`config.mk`:
```
export PLATFORM = sky130hd
export DESIGN_NAME = delimited_token_scanner_top
export DESIGN_NICKNAME = d
export VERILOG_FILES = /design/src/rtl/dts_pkg.sv /design/src/rtl/dts_fifo.sv /design/src/rtl/dts_front.sv /design/src/rtl/dts_back.sv /design/src/rtl/delimited_token_scanner_top.sv
export SDC_FILE = /design/constraint.sdc
export NUM_CORES = 1
export LEC_CHECK = 0
export ABC_AREA = 1
export BUFFER_PORTS_ARGS = -buffer_cell sky130_fd_sc_hd__buf_2
export CAP_MARGIN = 20
export CORE_MARGIN = 4
export CORE_UTILIZATION = 35
export DETAILED_ROUTE_END_ITERATION = 10
export GPL_TIMING_DRIVEN = 1
export HOLD_SLACK_MARGIN = 0.03
export PLACE_DENSITY = 0.49
export SLEW_MARGIN = 10
export SYNTH_ARGS = -nofsm -noshare
export SYNTH_HDL_FRONTEND = slang
export SYNTH_SLANG_ARGS = --single-unit
export TNS_END_PERCENT = 10
```
`constraint.sdc`:
```
create_clock -name clk_i -period 2.83 [get_ports clk_i]
set_input_delay 0.283 -clock clk_i [delete_from_list [all_inputs] [get_ports clk_i]]
set_output_delay 0.283 -clock clk_i [all_outputs]
set_load 0.02 [all_outputs]
```
`src/rtl/dts_pkg.sv`:
```
`default_nettype none
// ----------------------------------------------------------------------------
// dts_pkg: shared types and constants of the delimited token scanner
// Token dictionary, delimiter codes, queue item type and parameter defaults.
// ----------------------------------------------------------------------------
package dts_pkg;

  localparam int NUM_TOKENS_DEF         = 11;
  localparam int MAX_TOKEN_LEN_DEF      = 16;
  localparam int ITEM_QUEUE_DEPTH_DEF   = 2;
  localparam int RESULT_QUEUE_DEPTH_DEF = 2;

  localparam int DICT_SIZE = 11;
  localparam int DICT_COLS = 16;
  localparam int COL_W     = $clog2(DICT_COLS);
  localparam int LEN_W     = 5;

  localparam logic [7:0] CHAR_COLON   = 8'h3a;
  localparam logic [7:0] CHAR_SPACE   = 8'h20;
  localparam logic [7:0] CHAR_NUL     = 8'h00;
  localparam logic [7:0] CHAR_NEWLINE = 8'h0a;

  localparam logic [LEN_W-1:0] DICT_LEN [DICT_SIZE] = '{
    5'd3, 5'd8, 5'd6, 5'd11, 5'd12, 5'd12, 5'd7, 5'd10, 5'd11, 5'd7, 5'd13
  };

  // token bytes, zero padded
  localparam logic [7:0] DICT_TEXT [DICT_SIZE][DICT_COLS] = '{
    '{8'h6b, 8'h73, 8'h75, 8'h00, 8'h00, 8'h00, 8'h00, 8'h00,
      8'h00, 8'h00, 8'h00, 8'h00, 8'h00, 8'h00, 8'h00, 8'h00},
    '{8'h6b, 8'h73, 8'h75, 8'h5f, 8'h66, 8'h69, 8'h6c, 8'h65,
      8'h00, 8'h00, 8'h00, 8'h00, 8'h00, 8'h00, 8'h00, 8'h00},
    '{8'h6d, 8'h61, 8'h67, 8'h69, 8'h73, 8'h6b, 8'h00, 8'h00,
      8'h00, 8'h00, 8'h00, 8'h00, 8'h00, 8'h00, 8'h00, 8'h00},
    '{8'h6d, 8'h61, 8'h67, 8'h69, 8'h73, 8'h6b, 8'h5f, 8'h66,
      8'h69, 8'h6c, 8'h65, 8'h00, 8'h00, 8'h00, 8'h00, 8'h00},
    '{8'h6c, 8'h73, 8'h70, 8'h6f, 8'h73, 8'h65, 8'h64, 8'h5f,
      8'h66, 8'h69, 8'h6c, 8'h65, 8'h00, 8'h00, 8'h00, 8'h00},
    '{8'h64, 8'h72, 8'h6f, 8'h69, 8'h64, 8'h73, 8'h70, 8'h61,
      8'h63, 8'h65, 8'h73, 8'h64, 8'h00, 8'h00, 8'h00, 8'h00},
    '{8'h6d, 8'h73, 8'h64, 8'h5f, 8'h61, 8'h70, 8'h70, 8'h00,
      8'h00, 8'h00, 8'h00, 8'h00, 8'h00, 8'h00, 8'h00, 8'h00},
    '{8'h6d, 8'h73, 8'h64, 8'h5f, 8'h64, 8'h61, 8'h65, 8'h6d,
      8'h6f, 8'h6e, 8'h00, 8'h00, 8'h00, 8'h00, 8'h00, 8'h00},
    '{8'h78, 8'h70, 8'h6f, 8'h73, 8'h65, 8'h64, 8'h5f, 8'h64,
      8'h61, 8'h74, 8'h61, 8'h00, 8'h00, 8'h00, 8'h00, 8'h00},
    '{8'h61, 8'h64, 8'h62, 8'h72, 8'h6f, 8'h6f, 8'h74, 8'h00,
      8'h00, 8'h00, 8'h00, 8'h00, 8'h00, 8'h00, 8'h00, 8'h00},
    '{8'h61, 8'h64, 8'h62, 8'h5f, 8'h64, 8'h61, 8'h74, 8'h61,
      8'h5f, 8'h66, 8'h69, 8'h6c, 8'h65, 8'h00, 8'h00, 8'h00}
  };

  typedef struct packed {
    logic [7:0] data_byte;
    logic       last_byte;
    logic       is_colon;
    logic       is_delim;
  } dts_item_t;

endpackage
`default_nettype wire

```
`src/rtl/dts_fifo.sv`:
```
`default_nettype none
// ----------------------------------------------------------------------------
// dts_fifo: small register queue
// Push/full on the write side, pop/empty on the read side, head shown directly.
// ----------------------------------------------------------------------------
module dts_fifo #(
  parameter int WIDTH = 1,
  parameter int DEPTH = 2
) (
  input  wire logic             clk_i,
  input  wire logic             rst_ni,
  input  wire logic             push_i,
  input  wire logic [WIDTH-1:0] data_i,
  output      logic             full_o,
  input  wire logic             pop_i,
  output      logic [WIDTH-1:0] data_o,
  output      logic             empty_o
);

  localparam int PtrW = (DEPTH > 1) ? $clog2(DEPTH) : 1;
  localparam int CntW = $clog2(DEPTH + 1);

  logic [WIDTH-1:0] mem_q [DEPTH];
  logic [PtrW-1:0]  wr_q, wr_d, rd_q, rd_d;
  logic [CntW-1:0]  cnt_q, cnt_d;
  logic             do_push, do_pop;

  assign full_o  = (cnt_q == CntW'(DEPTH));
  assign empty_o = (cnt_q == '0);
  assign do_push = push_i && !full_o;
  assign do_pop  = pop_i && !empty_o;
  assign data_o  = mem_q[rd_q];

  always_comb begin
    wr_d  = wr_q;
    rd_d  = rd_q;
    cnt_d = cnt_q;
    if (do_push) begin
      wr_d = (wr_q == PtrW'(DEPTH - 1)) ? '0 : wr_q + PtrW'(1);
    end
    if (do_pop) begin
      rd_d = (rd_q == PtrW'(DEPTH - 1)) ? '0 : rd_q + PtrW'(1);
    end
    if (do_push && !do_pop) begin
      cnt_d = cnt_q + CntW'(1);
    end else if (do_pop && !do_push) begin
      cnt_d = cnt_q - CntW'(1);
    end
  end

  always_ff @(posedge clk_i or negedge rst_ni) begin
    if (!rst_ni) begin
      wr_q  <= '0;
      rd_q  <= '0;
      cnt_q <= '0;
    end else begin
      wr_q  <= wr_d;
      rd_q  <= rd_d;
      cnt_q <= cnt_d;
    end
  end

  always_ff @(posedge clk_i) begin
    if (do_push) begin
      mem_q[wr_q] <= data_i;
    end
  end

`ifndef SYNTHESIS
  assert property (@(posedge clk_i) disable iff (!rst_ni) cnt_q <= CntW'(DEPTH))
    else $error("queue count beyond depth");
  assert property (@(posedge clk_i) disable iff (!rst_ni)
    (do_push && !do_pop) |=> (cnt_q == $past(cnt_q) + CntW'(1)))
    else $error("queue count missed a push");
`endif

endmodule
`default_nettype wire

```
`src/rtl/dts_front.sv`:
```
`default_nettype none
// ----------------------------------------------------------------------------
// dts_front: input classification
// Takes each byte, flags colon and delimiter, and hands the item to the queue.
// ----------------------------------------------------------------------------
module dts_front (
  input  wire logic               push_i,
  input  wire logic               queue_full_i,
  input  wire logic [7:0]         data_byte_i,
  input  wire logic               last_byte_i,
  output      logic               queue_push_o,
  output      dts_pkg::dts_item_t item_o
);

  import dts_pkg::*;

  assign queue_push_o     = push_i && !queue_full_i;
  assign item_o.data_byte = data_byte_i;
  assign item_o.last_byte = last_byte_i;
  assign item_o.is_colon  = (data_byte_i == CHAR_COLON);
  assign item_o.is_delim  = (data_byte_i == CHAR_COLON) || (data_byte_i == CHAR_SPACE) ||
                            (data_byte_i == CHAR_NUL) || (data_byte_i == CHAR_NEWLINE);

endmodule
`default_nettype wire

```
`src/rtl/dts_back.sv`:
```
`default_nettype none
// ----------------------------------------------------------------------------
// dts_back: token matcher
// Tracks the window after each colon, compares all tokens in parallel and
// emits the sticky found flag on the last byte of a string.
// ----------------------------------------------------------------------------
module dts_back #(
  parameter int NUM_TOKENS    = dts_pkg::NUM_TOKENS_DEF,
  parameter int MAX_TOKEN_LEN = dts_pkg::MAX_TOKEN_LEN_DEF
) (
  input  wire logic               clk_i,
  input  wire logic               rst_ni,
  input  wire logic               item_valid_i,
  input  wire dts_pkg::dts_item_t item_i,
  output      logic               item_pop_o,
  input  wire logic               res_full_i,
  output      logic               res_push_o,
  output      logic               res_found_o
);

  import dts_pkg::*;

  localparam int PosW = $clog2(MAX_TOKEN_LEN + 1);

  logic                  colon_seen_q, colon_seen_d;
  logic [PosW-1:0]       pos_q, pos_d, pos_inc;
  logic [NUM_TOKENS-1:0] alive_q, alive_d;
  logic                  found_q, found_d;
  logic [NUM_TOKENS-1:0] tok_next, tok_done, tok_done_after;
  logic [LEN_W-1:0]      pos_ext, pos_d_ext;
  logic                  pos_open, step, found_fin;

  assign pos_ext   = LEN_W'(pos_q);
  assign pos_d_ext = LEN_W'(pos_d);
  assign pos_open  = (pos_q < PosW'(MAX_TOKEN_LEN));
  assign pos_inc   = pos_open ? pos_q + PosW'(1) : pos_q;

  for (genvar gi = 0; gi < NUM_TOKENS; gi++) begin : g_tok
    if (gi < DICT_SIZE) begin : g_used
      logic [7:0] tok_char;
      assign tok_char = (pos_ext < LEN_W'(DICT_COLS)) ?
                        DICT_TEXT[gi][pos_ext[COL_W-1:0]] : 8'h00;
      assign tok_next[gi] = alive_q[gi] && (DICT_LEN[gi] > pos_ext) && pos_open &&
                            (tok_char == item_i.data_byte);
      assign tok_done[gi]       = alive_q[gi] && (DICT_LEN[gi] == pos_ext);
      assign tok_done_after[gi] = alive_d[gi] && (DICT_LEN[gi] == pos_d_ext);
    end else begin : g_unused
      assign tok_next[gi]       = 1'b0;
      assign tok_done[gi]       = 1'b0;
      assign tok_done_after[gi] = 1'b0;
    end
  end

  assign step        = item_valid_i && !(item_i.last_byte && res_full_i);
  assign item_pop_o  = step;
  assign res_push_o  = step && item_i.last_byte;
  assign found_fin   = found_d || (colon_seen_d && (|tok_done_after));
  assign res_found_o = found_fin;

  always_comb begin
    colon_seen_d = colon_seen_q;
    pos_d        = pos_q;
    alive_d      = alive_q;
    found_d      = found_q;
    if (step) begin
      if (colon_seen_q) begin
        if (item_i.is_delim && (|tok_done)) begin
          found_d = 1'b1;
        end
        alive_d = tok_next;
        pos_d   = pos_inc;
      end
      if (item_i.is_colon) begin
        colon_seen_d = 1'b1;
        pos_d        = '0;
        alive_d      = '1;
      end
    end
  end

  always_ff @(posedge clk_i or negedge rst_ni) begin
    if (!rst_ni) begin
      colon_seen_q <= 1'b0;
      pos_q        <= '0;
      alive_q      <= '0;
      found_q      <= 1'b0;
    end else if (res_push_o) begin
      colon_seen_q <= 1'b0;
      pos_q        <= '0;
      alive_q      <= '0;
      found_q      <= 1'b0;
    end else begin
      colon_seen_q <= colon_seen_d;
      pos_q        <= pos_d;
      alive_q      <= alive_d;
      found_q      <= found_d;
    end
  end

`ifndef SYNTHESIS
  assert property (@(posedge clk_i) disable iff (!rst_ni)
    res_push_o |=> (!colon_seen_q && !found_q && (alive_q == '0) && (pos_q == '0)))
    else $error("scan state not cleared after string end");
  assert property (@(posedge clk_i) disable iff (!rst_ni) pos_q <= PosW'(MAX_TOKEN_LEN))
    else $error("window position past saturation");
  assert property (@(posedge clk_i) disable iff (!rst_ni)
    !colon_seen_q |-> ((alive_q == '0) && (pos_q == '0) && !found_q))
    else $error("window state without an open colon");
  assert property (@(posedge clk_i) disable iff (!rst_ni)
    (item_valid_i && !step) |-> (item_i.last_byte && res_full_i))
    else $error("matcher stalled without a full result queue");
`endif

endmodule
`default_nettype wire

```
`src/rtl/delimited_token_scanner_top.sv`:
```
`default_nettype none
// ----------------------------------------------------------------------------
// delimited_token_scanner_top: colon-prefixed token scanner
// Scans a byte string for dictionary tokens opened by a colon and closed by
// a delimiter or the end of the string.
// ----------------------------------------------------------------------------
// usage:
//   input channel: push, full; one byte per item with data_byte_i and
//   last_byte_i, taken at an edge with push high and full low
//   result channel: empty, pop; found_o is valid while empty is low and is
//   taken at an edge with pop high and empty low
//   one result per string, produced by the item that has last_byte_i set
//   throughput: one item per cycle unless the matcher stalls, set by the
//   single matching step of the matcher; all tokens are compared in
//   parallel each cycle; the last byte is registered in the item queue
//   and its result is registered in the result queue, driving found_o
//   reset: both queues empty and the scan state clear; full is low at once
//   stall: results wait in the result queue; once it is full the matcher
//   holds the next last byte, the item queue fills and full rises
//   an empty string cannot be sent
// ----------------------------------------------------------------------------
module delimited_token_scanner_top #(
  parameter int NUM_TOKENS         = dts_pkg::NUM_TOKENS_DEF,
  parameter int MAX_TOKEN_LEN      = dts_pkg::MAX_TOKEN_LEN_DEF,
  parameter int ITEM_QUEUE_DEPTH   = dts_pkg::ITEM_QUEUE_DEPTH_DEF,
  parameter int RESULT_QUEUE_DEPTH = dts_pkg::RESULT_QUEUE_DEPTH_DEF
) (
  input  wire logic       clk_i,
  input  wire logic       rst_ni,
  input  wire logic       push,
  output      logic       full,
  input  wire logic [7:0] data_byte_i,
  input  wire logic       last_byte_i,
  output      logic       empty,
  input  wire logic       pop,
  output      logic       found_o
);

  import dts_pkg::*;

  dts_item_t front_item, back_item;
  logic      front_push, item_full, item_empty, item_pop;
  logic      res_push, res_found, res_full;

  dts_front u_front (
    .push_i       (push),
    .queue_full_i (item_full),
    .data_byte_i  (data_byte_i),
    .last_byte_i  (last_byte_i),
    .queue_push_o (front_push),
    .item_o       (front_item)
  );

  dts_fifo #(
    .WIDTH ($bits(dts_item_t)),
    .DEPTH (ITEM_QUEUE_DEPTH)
  ) u_item_queue (
    .clk_i   (clk_i),
    .rst_ni  (rst_ni),
    .push_i  (front_push),
    .data_i  (front_item),
    .full_o  (item_full),
    .pop_i   (item_pop),
    .data_o  (back_item),
    .empty_o (item_empty)
  );

  dts_back #(
    .NUM_TOKENS    (NUM_TOKENS),
    .MAX_TOKEN_LEN (MAX_TOKEN_LEN)
  ) u_back (
    .clk_i        (clk_i),
    .rst_ni       (rst_ni),
    .item_valid_i (!item_empty),
    .item_i       (back_item),
    .item_pop_o   (item_pop),
    .res_full_i   (res_full),
    .res_push_o   (res_push),
    .res_found_o  (res_found)
  );

  dts_fifo #(
    .WIDTH (1),
    .DEPTH (RESULT_QUEUE_DEPTH)
  ) u_result_queue (
    .clk_i   (clk_i),
    .rst_ni  (rst_ni),
    .push_i  (res_push),
    .data_i  (res_found),
    .full_o  (res_full),
    .pop_i   (pop),
    .data_o  (found_o),
    .empty_o (empty)
  );

  assign full = item_full;

endmodule
`default_nettype wire
```
; ---- Word level (Yosys, flattened, before mapping)
; Memory sizes are Yosys's and may differ from the RTL's.
; Cells that the tools add are included.
; W data, S select, Z words.
[totals]
in_bits = 13
reg_bits = 26
output_inout_bits = 3
elab_cells = 225
ramBits = 24
memories = 13
romBits = 1408
[mem_list]
columns = memory, depth, width, rd, rd_clocked_by_memory_dff, wr, line_no
row1 = (name not given), 16, 8, 1, 0, 0, dts_back.sv:42  ; DICT_TEXT[gi][pos_ext[COL_W-1:0]] : 8'h00;
row2 = (name not given), 16, 8, 1, 0, 0, dts_back.sv:42
row3 = (name not given), 16, 8, 1, 0, 0, dts_back.sv:42
row4 = (name not given), 16, 8, 1, 0, 0, dts_back.sv:42
row5 = (name not given), 16, 8, 1, 0, 0, dts_back.sv:42
row6 = (name not given), 16, 8, 1, 0, 0, dts_back.sv:42
row7 = 7 more memories, --, --, --, --, --, --
[classes]
add_sub_neg = 9
n_eq_ne = 32
reduce_logical = 89
bitwise_logic = 1
n_mux = 61
order_cmp = 10
[op_table]
columns = cell, n
row1 = $mux W8, 33
row2 = $eq A8 B8 Y1, 11
row3 = $logic_and A1 B1 Y1, 69
row4 = $eq A4 B5 Y1 const A, 10
row5 = $mux W11, 4
row6 = $gt A4 B5 Y1 const A, 5
row7 = $mux W5, 5
row8 = $reduce_or A11 Y1, 2
row9 = $eq A3 B5 Y1 const A, 4
row10 = $eq A8 B6 Y1 const B, 2
row11 = $mux W1, 15
row12 = $eq A2 B5 Y1 const A, 2
row13 = $gt A3 B5 Y1 const A, 2
row14 = $logic_not A1 Y1, 9
row15 = $eq A8 B4 Y1 const B, 1
row16 = $logic_not A8 Y1, 1
row17 = $mux W2, 4
row18 = $add A5 B1 Y5 const B, 1
row19 = $ge A5 B5 Y1 const B, 1
row20 = $gt A2 B5 Y1 const A, 1
row21 = $lt A5 B5 Y1 const B, 1
row22 = $not A4 Y5, 1
row23 = $add A1 B1 Y1 const B, 4
row24 = $add A2 B1 Y2 const B, 2
row25 = 5 further kinds, 12

; ---- Depth between registers and ports, before layout
; Gate-level depths: netlist of run 1.
[logic_depth]
ltp_word = 14
ltp_mapped = 23
mapped_depth_nobuf = 21

; ---- By module
; From an unflattened synthesis of run 1, not the netlist that was laid out.
[hier_totals]
hier_cells = 800
area_unflattened_um2 = 4913.5
[modules_own_cells]
columns = module, seq_area_each_um2, cells_per_inst, area_each_um2, n_inst
row1 = dts_back, 450.4, 642, 3413.3, 1
row2 = dts_fifo at u_item_queue, 760.7, 89, 1028.5, 1
row3 = dts_fifo at u_result_queue, 160.2, 37, 305.3, 1
row4 = dts_front, 0.0, 31, 162.7, 1
row5 = delimited_token_scanner_top, 0.0, 1, 3.8, 1

; ---- Worst setup path after synthesis of run 1
; Ideal clock, no wire load.
[synth_path]
kind = register -> register
startpoint = reg u_back.pos_q[0], in the netlist u_back.pos_ext[0]
endpoint = mem u_result_queue.mem_q[0] (data pin)
synth_period_minus_slack_ps = 2593
n_path_buf = 1
slack_ps = 237
setup_time_ps = 262
arrival_ps = 2331
stages_incl_launch_ff = 20
t_required_ps = 2568
cell_sequence = dfrtp_1 buf_2 inv_1 ha_1 inv_1 nor2_1 nor2_1 nand2_1 xor2_1 nor2_1 nand3_1 nand2_1 nand2_1 nand2_1 nand2_1 nand2_1 nor2_1 nand3_1 nand2_1 nand2_1
[synth_between]
elab_chain_len = 14
word_cells_on_any_way = 152
classes_between = add/sub (1) / order compare (9) / eq/ne (27) / mux (43) / bitwise (1) / reduce/logical (60) / memory (11)
[synth_rtl]
columns = element, line_no
row1 = start: declaration, dts_back.sv:26  ; logic [PosW-1:0] pos_q, pos_d, pos_inc;
row2 = start signal: assignment, dts_back.sv:94  ; pos_q <= pos_d;
row3 = $not A4 Y5 (implied by the code), dts_back.sv:42
row4 = $mem_v2 Z16 W8, --
row5 = $mux W8 (implied by the code) (2 in series), dts_back.sv:42
row6 = $mux W8, dts_back.sv:41  ; assign tok_char = (pos_ext < LEN_W'(DICT_COLS)) ?
row7 = $eq A8 B8 Y1, dts_back.sv:44  ; (tok_char == item_i.data_byte);
row8 = $logic_and A1 B1 Y1, dts_back.sv:43  ; assign tok_next[gi] = alive_q[gi] && (DICT_LEN[gi] > pos_ext) && pos_open &&
row9 = $mux W11, dts_back.sv:66  ; if (colon_seen_q) begin
row10 = $mux W11, dts_back.sv:73  ; if (item_i.is_colon) begin
row11 = $mux W11, dts_back.sv:65  ; if (step) begin
row12 = $logic_and A1 B1 Y1, dts_back.sv:46  ; assign tok_done_after[gi] = alive_d[gi] && (DICT_LEN[gi] == pos_d_ext);
row13 = $reduce_or A11 Y1, dts_back.sv:57  ; assign found_fin = found_d || (colon_seen_d && (|tok_done_after));
row14 = $logic_and A1 B1 Y1, dts_back.sv:57
row15 = $logic_or A1 B1 Y1 (*), dts_back.sv:57
row16 = net res_found, delimited_token_scanner_top.sv:43  ; logic res_push, res_found, res_full;
row17 = end: declaration, dts_fifo.sv:23  ; logic [WIDTH-1:0] mem_q [DEPTH];
; Mark *: on every way through the listed nets, which the timed path passes. The rest lies on a longest branch. The select of a mux whose other input is x is not followed.

; ---- Worst setup path after layout of run 1
[layout_path]
startpoint = reg u_back.pos_q[0], in the netlist u_back.pos_ext[0]
endpoint = mem u_result_queue.mem_q[1] (data pin)
; The elaborated chain is that of the path after synthesis.

==> results.py, run 1 <==
metrics = {
    "critical_path": {
        "cp.depth": 17,
        "setup.worst_path.class": "reg2reg",
        "worst-r2r-cell-count": 17,
        "crit_required_ns": 2.87,
        "critPathTopFamily": "simple AND/OR/NAND/NOR gates",
        "worst_ep_arrival_time_ns": 2.73,
        "critical_path.max_stage_delay_ns": 0.44,
        "cp-end-kind": "flip-flop",
        "worstPathBufferInverterCount": 2,
        "worst-path-max-fanout": 4,
        "critical-path-top-cell-by-count": "sky130_fd_sc_hd__nand2_1",
        "nature_of_the_critical_path_startpoint": "flip-flop",
        "worstPathCellList": "inv_1 > ha_1 > inv_1 > nor3_1 > a21oi_1 > nand2_1 > nor2_1 > nand2_1 > nand2_1 > nand2_1 > nand2_1 > nand2_1 > nand2_1 > nor2_1 > nand3_1 > nand2_1 > nand2_1",
        "cp_slowest_cell": "sky130_fd_sc_hd__nor3_1",
    },
    "logic_synthesis": {
        "synth-edff-count": 24,
        "yosys.area_share.adder_pct": 5.17,
        "synth_top_area_share_pct": 23.6,
        "synth.top_cells.by_area": "sky130_fd_sc_hd__nand2_1 (24%), sky130_fd_sc_hd__edfxtp_1 (15%), sky130_fd_sc_hd__dfrtp_1 (13%)",
        "synth_simple_gate_area_share_pct": 46.0,
        "synth_compound_gate_area_share_pct": 8.58,
        "yosysTopAreaCell": "sky130_fd_sc_hd__nand2_1",
        "synth_async_sr_flop_share_pct": 52.0,
        "netlist_area_sq_um": 4840,
        "ys.warnings.count": 0,
        "synth.ff_latch_count": 50,
        "syn_area_per_cell_sq_um": 6.20,
        "post_synth_xor_area_fraction_pct": 2.53,
        "synth-main-ff-cell": "sky130_fd_sc_hd__dfrtp_1",
        "postSynthCellCount": 781,
        "synth.yosys.seq_area_share_pct": 28.3,
        "synth.area.mux_share_pct": 0,
        "mappedNetlistNets": 814,
        "synth_top_family_by_area": "simple AND/OR/NAND/NOR gates",
        "post_synth_num_cell_types": 38,
    },
    "timing": {
        "finalHoldWorstSlack_ns": 0.188,
        "timing_worst_slew_pin_value_ns": 0.599,
        "final-max-slew-violation-count": 0,
        "clock-skew-final_ns": 0.00809,
        "finalSetupViolCount": 0,
        "worst_slew_margin_rel_pct": 60.1,
        "fin_crit_sh_pct": 94.9,
        "finalCriticalPeriod_ns": 2.69,
        "maxClockFrequency_ghz": 0.372,
        "unrepaired_setup_endpoints_after_global_routing": "false",
        "finalHoldViolCount": 0,
    },
    "global_route": {
        "grt_start_max_net_pins": 30,
        "grt_use_total_pct": 21.7,
        "grt_pass1_wl_microns": 27200,
        "number_of_antenna_violations_at_the_first_check_in_global_routing": 0,
        "first_global_vias": 4921,
        "global_route_total_overflow": 0,
    },
    "finish": {
        "utilization_pct": 40.9,
        "syn_to_final_growth_pct": 13.3,
        "post_route_cells_drive_above_1_share_pct": 12.0,
        "final_cell_area_sq_um": 5490,
        "num-nets-final": 848,
        "antenna_cells": 0,
        "finalNonFillerCells": 992,
        "final.fill_count": 1488,
    },
    "place": {
        "numPlacedInstances": 983,
        "place.port_buffers": 15,
        "detailed_place_hpwl_microns": 13300,
        "placedInstanceArea_sq_um": 5280,
        "place.gp.congestion": 0.988,
    },
    "floorplan": {
        "fp.dieH_microns": 126,
        "fp.dieArea_sq_um": 15800,
        "io_pins": 16,
        "die-width_microns": 126,
        "core.rowCount": 42,
        "core_area_sq_um": 13400,
        "initial_utilization_pct": 36.1,
    },
    "drt": {
        "vias": 5188,
        "wirelength_microns": 17200,
        "post_drt_via_cell_ratio": 5.23,
        "drt-pass1-iter-count": 5,
        "detail_route.wl_per_cell_microns": 17.3,
        "drt_iter0_drc": 416,
        "postRouteAntennaNets": 0,
        "post-route-drc-count": 0,
    },
    "power_and_ir_drop": {
        "p_leak_nw": 2.88,
        "power.density_cell_area_nw_per_um2": 1250,
        "irDropWorstVdd_uv": 707,
    },
    "clocking": {
        "post-cts-setup-buffer-count": 0,
        "clk_pin_slew_worst_paths_ns": 0.07,
        "cts_tree": "yes",
        "cts.sinks": 50,
        "cell_at_the_root_of_the_clock_tree": "sky130_fd_sc_hd__clkbuf_16",
        "cts-htree-levels": 2,
        "insertion_delay_ns": 0.29,
        "tritoncts.num_buffers": 5,
        "clockBufferDepth": 2,
    },
    "run_status": {
        "outcome": "finished, final reports clean",
    },
    "worst_hold_path": {
        "holdCritPathClass": "in2reg",
        "timing.hold.worst_path_depth": 1,
    },
    "job": {
        "max-cap-violations": 0,
    },
}
## state kept, by name, indices dropped and copies added, names as in the netlist
name and cells:
u_back.alive_q 11, u_result_queue.cnt_q 2, u_result_queue.mem_q 2, u_back.found_q 1, u_item_queue.wr_q 1, u_back.pos_ext 5, u_item_queue.mem_q 22, u_result_queue.rd_q 1
u_back.colon_seen_q 1, u_result_queue.wr_q 1, u_item_queue.rd_q 1, u_item_queue.cnt_q 2
## cell usage in the layout (no fill, tap or decap), types with 10 or more instances in the layout
cell type                  synthesis  routed
sky130_fd_sc_hd__o21ai_0          23      23
sky130_fd_sc_hd__inv_1            58      58
sky130_fd_sc_hd__ha_1             20      18
sky130_fd_sc_hd__dfrtp_1          26      25
sky130_fd_sc_hd__nand2_1         304     304
sky130_fd_sc_hd__o21ai_1          10      10
sky130_fd_sc_hd__a21oi_1          20      20
sky130_fd_sc_hd__xor2_1           11      11
sky130_fd_sc_hd__nand3_1         100     100
sky130_fd_sc_hd__edfxtp_1         24      24
sky130_fd_sc_hd__buf_2            12      15
sky130_fd_sc_hd__buf_4             8      33
sky130_fd_sc_hd__nor2_1           99      96
## metal layers
metal,vias up,part of all wire [%],GRT usage [%]
li1,2582,-,-
met1,2336,44,30.1
met2,214,44,32.6
met3,56,7.2,3.03
met4,0,4.9,11.5
met5,-,0,0
## path summary, 6_finish.rpt
kind                       slack (ns)                        start                            endpoint
setup / recovery                 0.14  u_back.pos_ext[0]$_DFF_PN0_   u_result_queue.mem_q[1]$_DFFE_PP_
hold / removal                   0.19                  last_byte_i  u_item_queue.mem_q[0][2]$_DFFE_PP_
setup reg to reg                 0.14  u_back.pos_ext[0]$_DFF_PN0_   u_result_queue.mem_q[1]$_DFFE_PP_
hold reg to reg                  0.50     u_back.found_q$_DFF_PN0_            u_back.found_q$_DFF_PN0_
max in group asynchronous        1.88                       rst_ni         u_back.pos_ext[4]$_DFF_PN0_
min in group asynchronous        0.53                       rst_ni     u_result_queue.rd_q$_DFFE_PN0P_
## synthesized netlist by cell type (3+ instances only)
| master | n |
|---|---|
| sky130_fd_sc_hd__nand2_2 | 8 |
| sky130_fd_sc_hd__nor2_1 | 99 |
| sky130_fd_sc_hd__nand2_1 | 304 |
| sky130_fd_sc_hd__nor3_1 | 4 |
| sky130_fd_sc_hd__dfrtp_1 | 26 |
| sky130_fd_sc_hd__a31oi_1 | 3 |
| sky130_fd_sc_hd__a21oi_1 | 20 |
| sky130_fd_sc_hd__nor2_2 | 3 |
| sky130_fd_sc_hd__inv_2 | 5 |
| sky130_fd_sc_hd__o21ai_1 | 10 |
| sky130_fd_sc_hd__nand4_1 | 9 |
| sky130_fd_sc_hd__xor2_1 | 11 |
| sky130_fd_sc_hd__xnor2_1 | 3 |
| sky130_fd_sc_hd__edfxtp_1 | 24 |
| sky130_fd_sc_hd__buf_2 | 12 |
| sky130_fd_sc_hd__o21ai_0 | 23 |
| sky130_fd_sc_hd__inv_1 | 58 |
| sky130_fd_sc_hd__buf_6 | 6 |
| sky130_fd_sc_hd__buf_4 | 8 |
| sky130_fd_sc_hd__o21ai_4 | 4 |
| sky130_fd_sc_hd__ha_1 | 20 |
| sky130_fd_sc_hd__nand3_1 | 100 |
## where the power goes
| group | internal, mW | leakage, nW | switching, mW |
|---|---|---|---|
| logic | 1.69 | 2.26 | 3.37 |
| registers | 1.04 | 0.547 | 0.142 |
| clock network | 0.350 | 0.0739 | 0.241 |
| total | 3.08 | 2.88 | 3.75 |
## per-stage QoR
step                      total power [mW]  worst slack [ns]  setup TNS, ns
after floorplan                       4.67             0.237              0
after global placement                6.15           -0.0748         -0.150
after detailed placement              6.13           -0.0158        -0.0316
after CTS                             6.75            0.0423              0
after global routing                  7.46         0.0000551              0
final                                 6.83             0.144              0
## logic make-up (layout without fill, tap and decap cells)
kind of cell / Yosys count / after routing
AO/OA/AOI/OAI: 68 / 68
buffers and inverters: 95 / 130
AND/OR/NAND/NOR: 534 / 534
adder cells (fa/ha/maj): 20 / 20
XOR/XNOR: 14 / 14
flip-flops: 50 / 50
## layout make-up
type                    instances  area, sq um  share of cell area, %
clock buffers                   7          143                   2.60
repair buffers                 55          435                   7.94
multi-input cells             636         3040                   55.5
flip-flops and latches         50         1370                   25.0
clock inverters                 1         5.00                 0.0912
well taps                     176          220                   4.01
inverters                      67          267                   4.86
## what timing repair did
item | CTS | global route
endpoints found under the setup margin | 2 | 2
pin swaps | 0 | 0
endpoints found under the hold margin | 26 | 0
gates resized for setup | 1 | 12
hold buffers | 1 | 0
(Power assumes the default switching activity.)
==> inputs of run 2 (changes only) <==
- CELL_PAD_IN_SITES_DETAIL_PLACEMENT: not set -> 1
- CELL_PAD_IN_SITES_GLOBAL_PLACEMENT: not set -> 2
- PLACE_DENSITY: 0.49 -> 0.81
==> results.py, run 2 (same netlist as run 1, synthesis figures left out) <==
metrics = {
    "run_status": {
        "outcome": "finished, final reports clean",
    },
    "finish": {
        "antenna_cells": 0,
        "syn_to_final_growth_pct": 14.8,
        "num-nets-final": 861,
        "final_cell_area_sq_um": 5560,
        "post_route_cells_drive_above_1_share_pct": 13.9,
        "layout.cells.most_common": "sky130_fd_sc_hd__nand2_1",
        "largest_register_ff_count": 22,
        "final.fill_count": 1848,
        "regMostFlops": "u_item_queue.mem_q",
        "final_cell_mix": "sky130_fd_sc_hd__nand2_1 (303), sky130_fd_sc_hd__nand3_1 (100), sky130_fd_sc_hd__nor2_1 (97), sky130_fd_sc_hd__inv_1 (57), sky130_fd_sc_hd__buf_4 (48)",
        "finalNonFillerCells": 1005,
    },
    "critical_path": {
        "critical-path-top-cell-by-count": "sky130_fd_sc_hd__nand2_1",
        "critical_path.max_stage_delay_ns": 0.38,
        "cp-end-kind": "flip-flop",
        "nature_of_the_critical_path_startpoint": "flip-flop",
        "cp_slowest_cell": "sky130_fd_sc_hd__dfrtp_1",
        "crit_required_ns": 2.86,
        "worst-path-max-fanout": 14,
        "worstPathCellList": "buf_4 > ha_2 > inv_1 > nand2_1 > nor2_1 > nand2_1 > o21ai_0 > nor2_1 > nand3_1 > nand2_1 > nand2_1 > nand2_1 > nand2_1 > nand2_1 > nor2_1 > nand3_1 > nand2_1 > nand2_1",
        "worst_ep_arrival_time_ns": 2.73,
        "setup.worst_path.class": "reg2reg",
    },
    "worst_hold_path": {
        "holdCritPathClass": "in2async",
    },
    "clocking": {
        "cts-htree-levels": 2,
        "clk_pin_slew_worst_paths_ns": 0.07,
        "tritoncts.num_buffers": 5,
        "insertion_delay_ns": 0.29,
        "clockBufferDepth": 2,
        "cts.sinks": 50,
        "cts_tree": "yes",
        "cell_at_the_root_of_the_clock_tree": "sky130_fd_sc_hd__clkbuf_16",
    },
    "drt": {
        "post-route-drc-count": 0,
        "drt_iter0_drc": 397,
        "drt-pass1-iter-count": 5,
        "vias": 5435,
        "post_drt_via_cell_ratio": 5.41,
        "wirelength_microns": 20300,
        "postRouteAntennaNets": 0,
        "detail_route.wl_per_cell_microns": 20.2,
    },
    "global_route": {
        "grt_pass1_wl_microns": 31700,
        "global_route_total_overflow": 0,
        "number_of_antenna_violations_at_the_first_check_in_global_routing": 0,
        "first_global_vias": 5549,
        "grt_start_max_net_pins": 28,
        "grt_use_total_pct": 25.6,
    },
    "timing": {
        "unrepaired_setup_endpoints_after_global_routing": "false",
        "maxClockFrequency_ghz": 0.370,
        "finalHoldWorstSlack_ns": 0.000953,
        "finalSetupViolCount": 0,
        "clock-skew-final_ns": 0.00780,
        "finalHoldViolCount": 0,
        "finalCriticalPeriod_ns": 2.70,
        "timing_worst_slew_pin_value_ns": 0.629,
        "fin_crit_sh_pct": 95.5,
        "final-max-slew-violation-count": 0,
        "worst_slew_margin_rel_pct": 58.0,
    },
    "power_and_ir_drop": {
        "post-layout-total-power_mw": 7.16,
        "power.density_cell_area_nw_per_um2": 1290,
        "p_leak_nw": 2.93,
        "irDropWorstVdd_uv": 653,
    },
    "place": {
        "place.port_buffers": 15,
        "numPlacedInstances": 995,
        "detailed_place_hpwl_microns": 16200,
        "place.gp.congestion": 1.03,
        "placedInstanceArea_sq_um": 5360,
    },
    "floorplan": {
        "die-width_microns": 126,
        "fp.dieArea_sq_um": 15800,
        "initial_utilization_pct": 36.1,
        "core.rowCount": 42,
        "io_pins": 16,
        "fp.dieH_microns": 126,
        "core_area_sq_um": 13400,
    },
    "job": {
        "max-cap-violations": 0,
    },
}
[run 2: cell types whose count changed in the layout (fill, tap and decap cells not counted), sizes merged]
cell / before / now
clkbuf: 7 / 5
dlygate4sd3: 1 / 0
clkinvlp: 0 / 2
buf: 54 / 68
inv: 64 / 66
clkinv: 4 / 2
[run 2: routing by layer]
metal  routed length (microns)  GRT usage (%)  share of wire, %
met5                         0              0                 0
met4                       771           9.89               3.8
met3                       903           1.75               4.4
met2                      9750           43.6                48
met1                      8910           33.9                44
[run 2: worst max-delay path: cells and delay by family (launching register included)]
family	cells	cell delay, ns
adder cells (fa/ha/maj)	1	0.24
buffers and inverters	2	0.36
flip-flops	1	0.38
AO/OA/AOI/OAI	1	0.09
AND/OR/NAND/NOR	14	1.36
[run 2: cell type report]
| cell class | count | area [sq um] | share of cell area, % |
|---|---|---|---|
| multi-input combinational | 636 | 3030 | 54.5 |
| sequential | 50 | 1370 | 24.7 |
| timing repair buffer | 68 | 522 | 9.39 |
| inverter | 67 | 265 | 4.77 |
| tap | 176 | 220 | 3.96 |
| clock buffer | 5 | 125 | 2.25 |
| clock inverter | 3 | 22.5 | 0.405 |
[run 2: what timing repair did]
| item | 4_1_cts | 5_1_grt |
|---|---|---|
| hold buffers | 0 | 0 |
| gates resized for setup | 1 | 10 |
| buffers inserted | 0 | 2 |
| endpoints found under the setup margin | 2 | 2 |
[run 2: metrics by stage]
stage                     setup WS, ns  TNS [ns]  util, %
after floorplan                  0.237         0        -
after global placement          -0.112    -0.224     40.0
after detailed placement       -0.0848    -0.170     40.0
after CTS                       0.0280         0     41.1
after global routing           0.00628         0     41.5
final                            0.128         0     41.5
[run 2: worst paths after layout]
kind,start,to,slack (ns),cells past startpoint
worst max-delay path,u_back.pos_ext[0]$_DFF_PN0_,u_result_queue.mem_q[1]$_DFFE_PP_,0.13,18
worst min-delay path,rst_ni,u_back.alive_q[5]$_DFF_PN0_,0.001,1
worst max register to register,u_back.pos_ext[0]$_DFF_PN0_,u_result_queue.mem_q[1]$_DFFE_PP_,0.13,18
worst min register to register,u_back.found_q$_DFF_PN0_,u_back.found_q$_DFF_PN0_,0.49,2
max in group asynchronous,rst_ni,u_back.pos_ext[4]$_DFF_PN0_,2.38,1
min in group clk_i,last_byte_i,u_item_queue.mem_q[1][2]$_DFFE_PP_,0.18,1
[run 2: report_power, final]
part	total [mW]	switching (mW)	internal [mW]
Sequential	1.20	0.158	1.05
Combinational	5.36	3.61	1.74
Clock	0.602	0.271	0.331
Total	7.16	4.04	3.12
==> inputs of run 3 (changes only) <==
- CELL_PAD_IN_SITES_GLOBAL_PLACEMENT: 2 -> 1
- PLACE_DENSITY: 0.81 -> 0.65
==> results.py, run 3 (same netlist as run 1, synthesis figures left out) <==
metrics = {
    "critical_path": {
        "critical-path-top-cell-by-count": "sky130_fd_sc_hd__nand2_1",
        "critPathTopFamily": "simple AND/OR/NAND/NOR gates",
        "cp-end-kind": "flip-flop",
        "nature_of_the_critical_path_startpoint": "flip-flop",
        "worstPathBufferInverterCount": 3,
        "setup.worst_path.class": "reg2reg",
        "worstPathCellList": "buf_4 > nor2_2 > buf_12 > nand2_1 > inv_1 > nand2_1 > nand2_1 > nand3_1 > nor2_1 > nand3_1 > nand2_1 > nand2_1 > nand2_1 > nand2_1 > nand2_1 > nor2_1 > nand3_1 > nand2_1 > nand2_1",
        "crit_required_ns": 2.99,
        "cp_slowest_cell": "sky130_fd_sc_hd__dfrtp_1",
        "worst-path-max-fanout": 29,
        "critical_path.max_stage_delay_ns": 0.44,
        "worst_ep_arrival_time_ns": 2.87,
    },
    "floorplan": {
        "initial_utilization_pct": 36.1,
        "core.rowCount": 42,
        "die-width_microns": 126,
        "io_pins": 16,
        "core_area_sq_um": 13400,
        "fp.dieH_microns": 126,
        "fp.dieArea_sq_um": 15800,
    },
    "clocking": {
        "clk_pin_slew_worst_paths_ns": 0.07,
        "clockBufferDepth": 2,
        "insertion_delay_ns": 0.30,
        "cts-htree-levels": 2,
        "post-cts-setup-buffer-count": 0,
        "cell_at_the_root_of_the_clock_tree": "sky130_fd_sc_hd__clkbuf_16",
        "tritoncts.num_buffers": 5,
        "cts.sinks": 50,
        "cts_tree": "yes",
    },
    "timing": {
        "finalCriticalPeriod_ns": 2.71,
        "maxClockFrequency_ghz": 0.369,
        "finalSetupViolCount": 0,
        "finalHoldWorstSlack_ns": 0.174,
        "finalHoldViolCount": 0,
        "worst_slew_margin_rel_pct": 56.1,
        "final-max-slew-violation-count": 0,
        "timing_worst_slew_pin_value_ns": 0.659,
        "final.setup.worst_slack_ns": 0.122,
        "clock-skew-final_ns": 0.00526,
        "fin_crit_sh_pct": 95.7,
    },
    "drt": {
        "wirelength_microns": 19800,
        "vias": 5374,
        "post-route-drc-count": 0,
        "drt-pass1-iter-count": 4,
        "post_drt_via_cell_ratio": 5.40,
        "drt_iter0_drc": 325,
        "postRouteAntennaNets": 0,
        "detail_route.wl_per_cell_microns": 19.9,
    },
    "global_route": {
        "met1_usage_pct": 31.8,
        "number_of_antenna_violations_at_the_first_check_in_global_routing": 0,
        "top_usage_layer": "met2",
        "first_global_vias": 5730,
        "global_route_total_overflow": 0,
        "grt_use_total_pct": 25.1,
        "grt_start_max_net_pins": 30,
        "global_route_track_usage_on_met3_pct": 3.71,
        "globalRouteMet2Util_pct": 42.2,
        "grt_pass1_wl_microns": 31200,
    },
    "place": {
        "place.gp.congestion": 0.941,
        "post_place_setup_slack_ns": 0.0431,
        "detailed_place_hpwl_microns": 15400,
        "place.port_buffers": 15,
    },
    "finish": {
        "final_cell_mix": "sky130_fd_sc_hd__nand2_1 (303), sky130_fd_sc_hd__nand3_1 (100), sky130_fd_sc_hd__nor2_1 (96), sky130_fd_sc_hd__inv_1 (57), sky130_fd_sc_hd__buf_4 (36)",
        "post_route_cells_drive_above_1_share_pct": 13.2,
        "antenna_cells": 0,
        "final.fill_count": 1833,
        "layout.cells.most_common": "sky130_fd_sc_hd__nand2_1",
        "largest_register_ff_count": 22,
        "num-nets-final": 852,
        "syn_to_final_growth_pct": 14.3,
        "regMostFlops": "u_item_queue.mem_q",
    },
    "power_and_ir_drop": {
        "post-layout-total-power_mw": 7.06,
        "p_leak_nw": 2.89,
        "irDropWorstVdd_uv": 604,
        "power.density_cell_area_nw_per_um2": 1280,
    },
    "worst_hold_path": {
        "holdCritPathClass": "in2reg",
    },
    "job": {
        "max-cap-violations": 0,
    },
    "run_status": {
        "outcome": "finished, final reports clean",
    },
}
==> run 3: cell count changes in the layout (fill, tap and decap cells not counted), sizes merged <==
cell         previous run  this run
buf                    68        58
bufinv                  0         1
dlygate4sd3             0         1
inv                    66        65
==> run 3: power breakdown <==
group / leakage [nW] / switching [mW] / internal [mW]
Sequential: 0.547 / 0.154 / 1.05
Combinational: 2.27 / 3.51 / 1.65
Clock: 0.0760 / 0.282 / 0.417
Total: 2.89 / 3.95 / 3.11
==> run 3: metal layers <==
metal	vias to the layer above	share of wire, %
met1	2570	44
li1	2579	-
met5	-	0
met3	64	4.8
met4	0	5.1
met2	161	46
==> run 3: worst register-to-register path: cells and delay by family (launching register included) <==
family	cells	cell delay, ns
buf+inv	3	0.50
flops	1	0.44
simple gates	16	1.63
==> run 3: path summary, 6_finish.rpt <==
check,from,end,slack (ns),depth (start not counted)
max,u_back.pos_ext[4]$_DFF_PN0_,u_result_queue.mem_q[1]$_DFFE_PP_,0.12,19
max in group asynchronous,rst_ni,u_item_queue.rd_q$_DFFE_PN0P_,1.81,2
max reg2reg,u_back.pos_ext[4]$_DFF_PN0_,u_result_queue.mem_q[1]$_DFFE_PP_,0.12,19
min reg2reg,u_back.found_q$_DFF_PN0_,u_back.found_q$_DFF_PN0_,0.50,2
min in group asynchronous,rst_ni,u_result_queue.rd_q$_DFFE_PN0P_,0.55,2
min,last_byte_i,u_item_queue.mem_q[1][2]$_DFFE_PP_,0.17,1
==> run 3: cell type report <==
class / instances / area, sq um / share of cell area [%]
multi-input combinational: 636 / 3060 / 55.3
sequential: 50 / 1370 / 24.8
timing repair buffer: 59 / 452 / 8.16
inverter: 67 / 259 / 4.68
tap: 176 / 220 / 3.98
clock buffer: 5 / 125 / 2.26
clock inverter: 3 / 45.0 / 0.814
==> run 3: stage by stage <==
stage                     std cells  utilization, %  instance area (sq um)  setup TNS [ns]
after floorplan                 781               -                   4840               0
after global placement          987            39.5                   5290               0
after detailed placement        987            39.5                   5290               0
after CTS                       996            40.8                   5470               0
after global routing            996            41.3                   5530          -0.102
final                           996            41.3                   5530               0
==> run 3: timing repair <==
action                                  in CTS  in global routing
gates resized for setup                      0                 18
endpoints found under the hold margin       20                  0
hold buffers                                 1                  0
endpoints found under the setup margin       0                  2
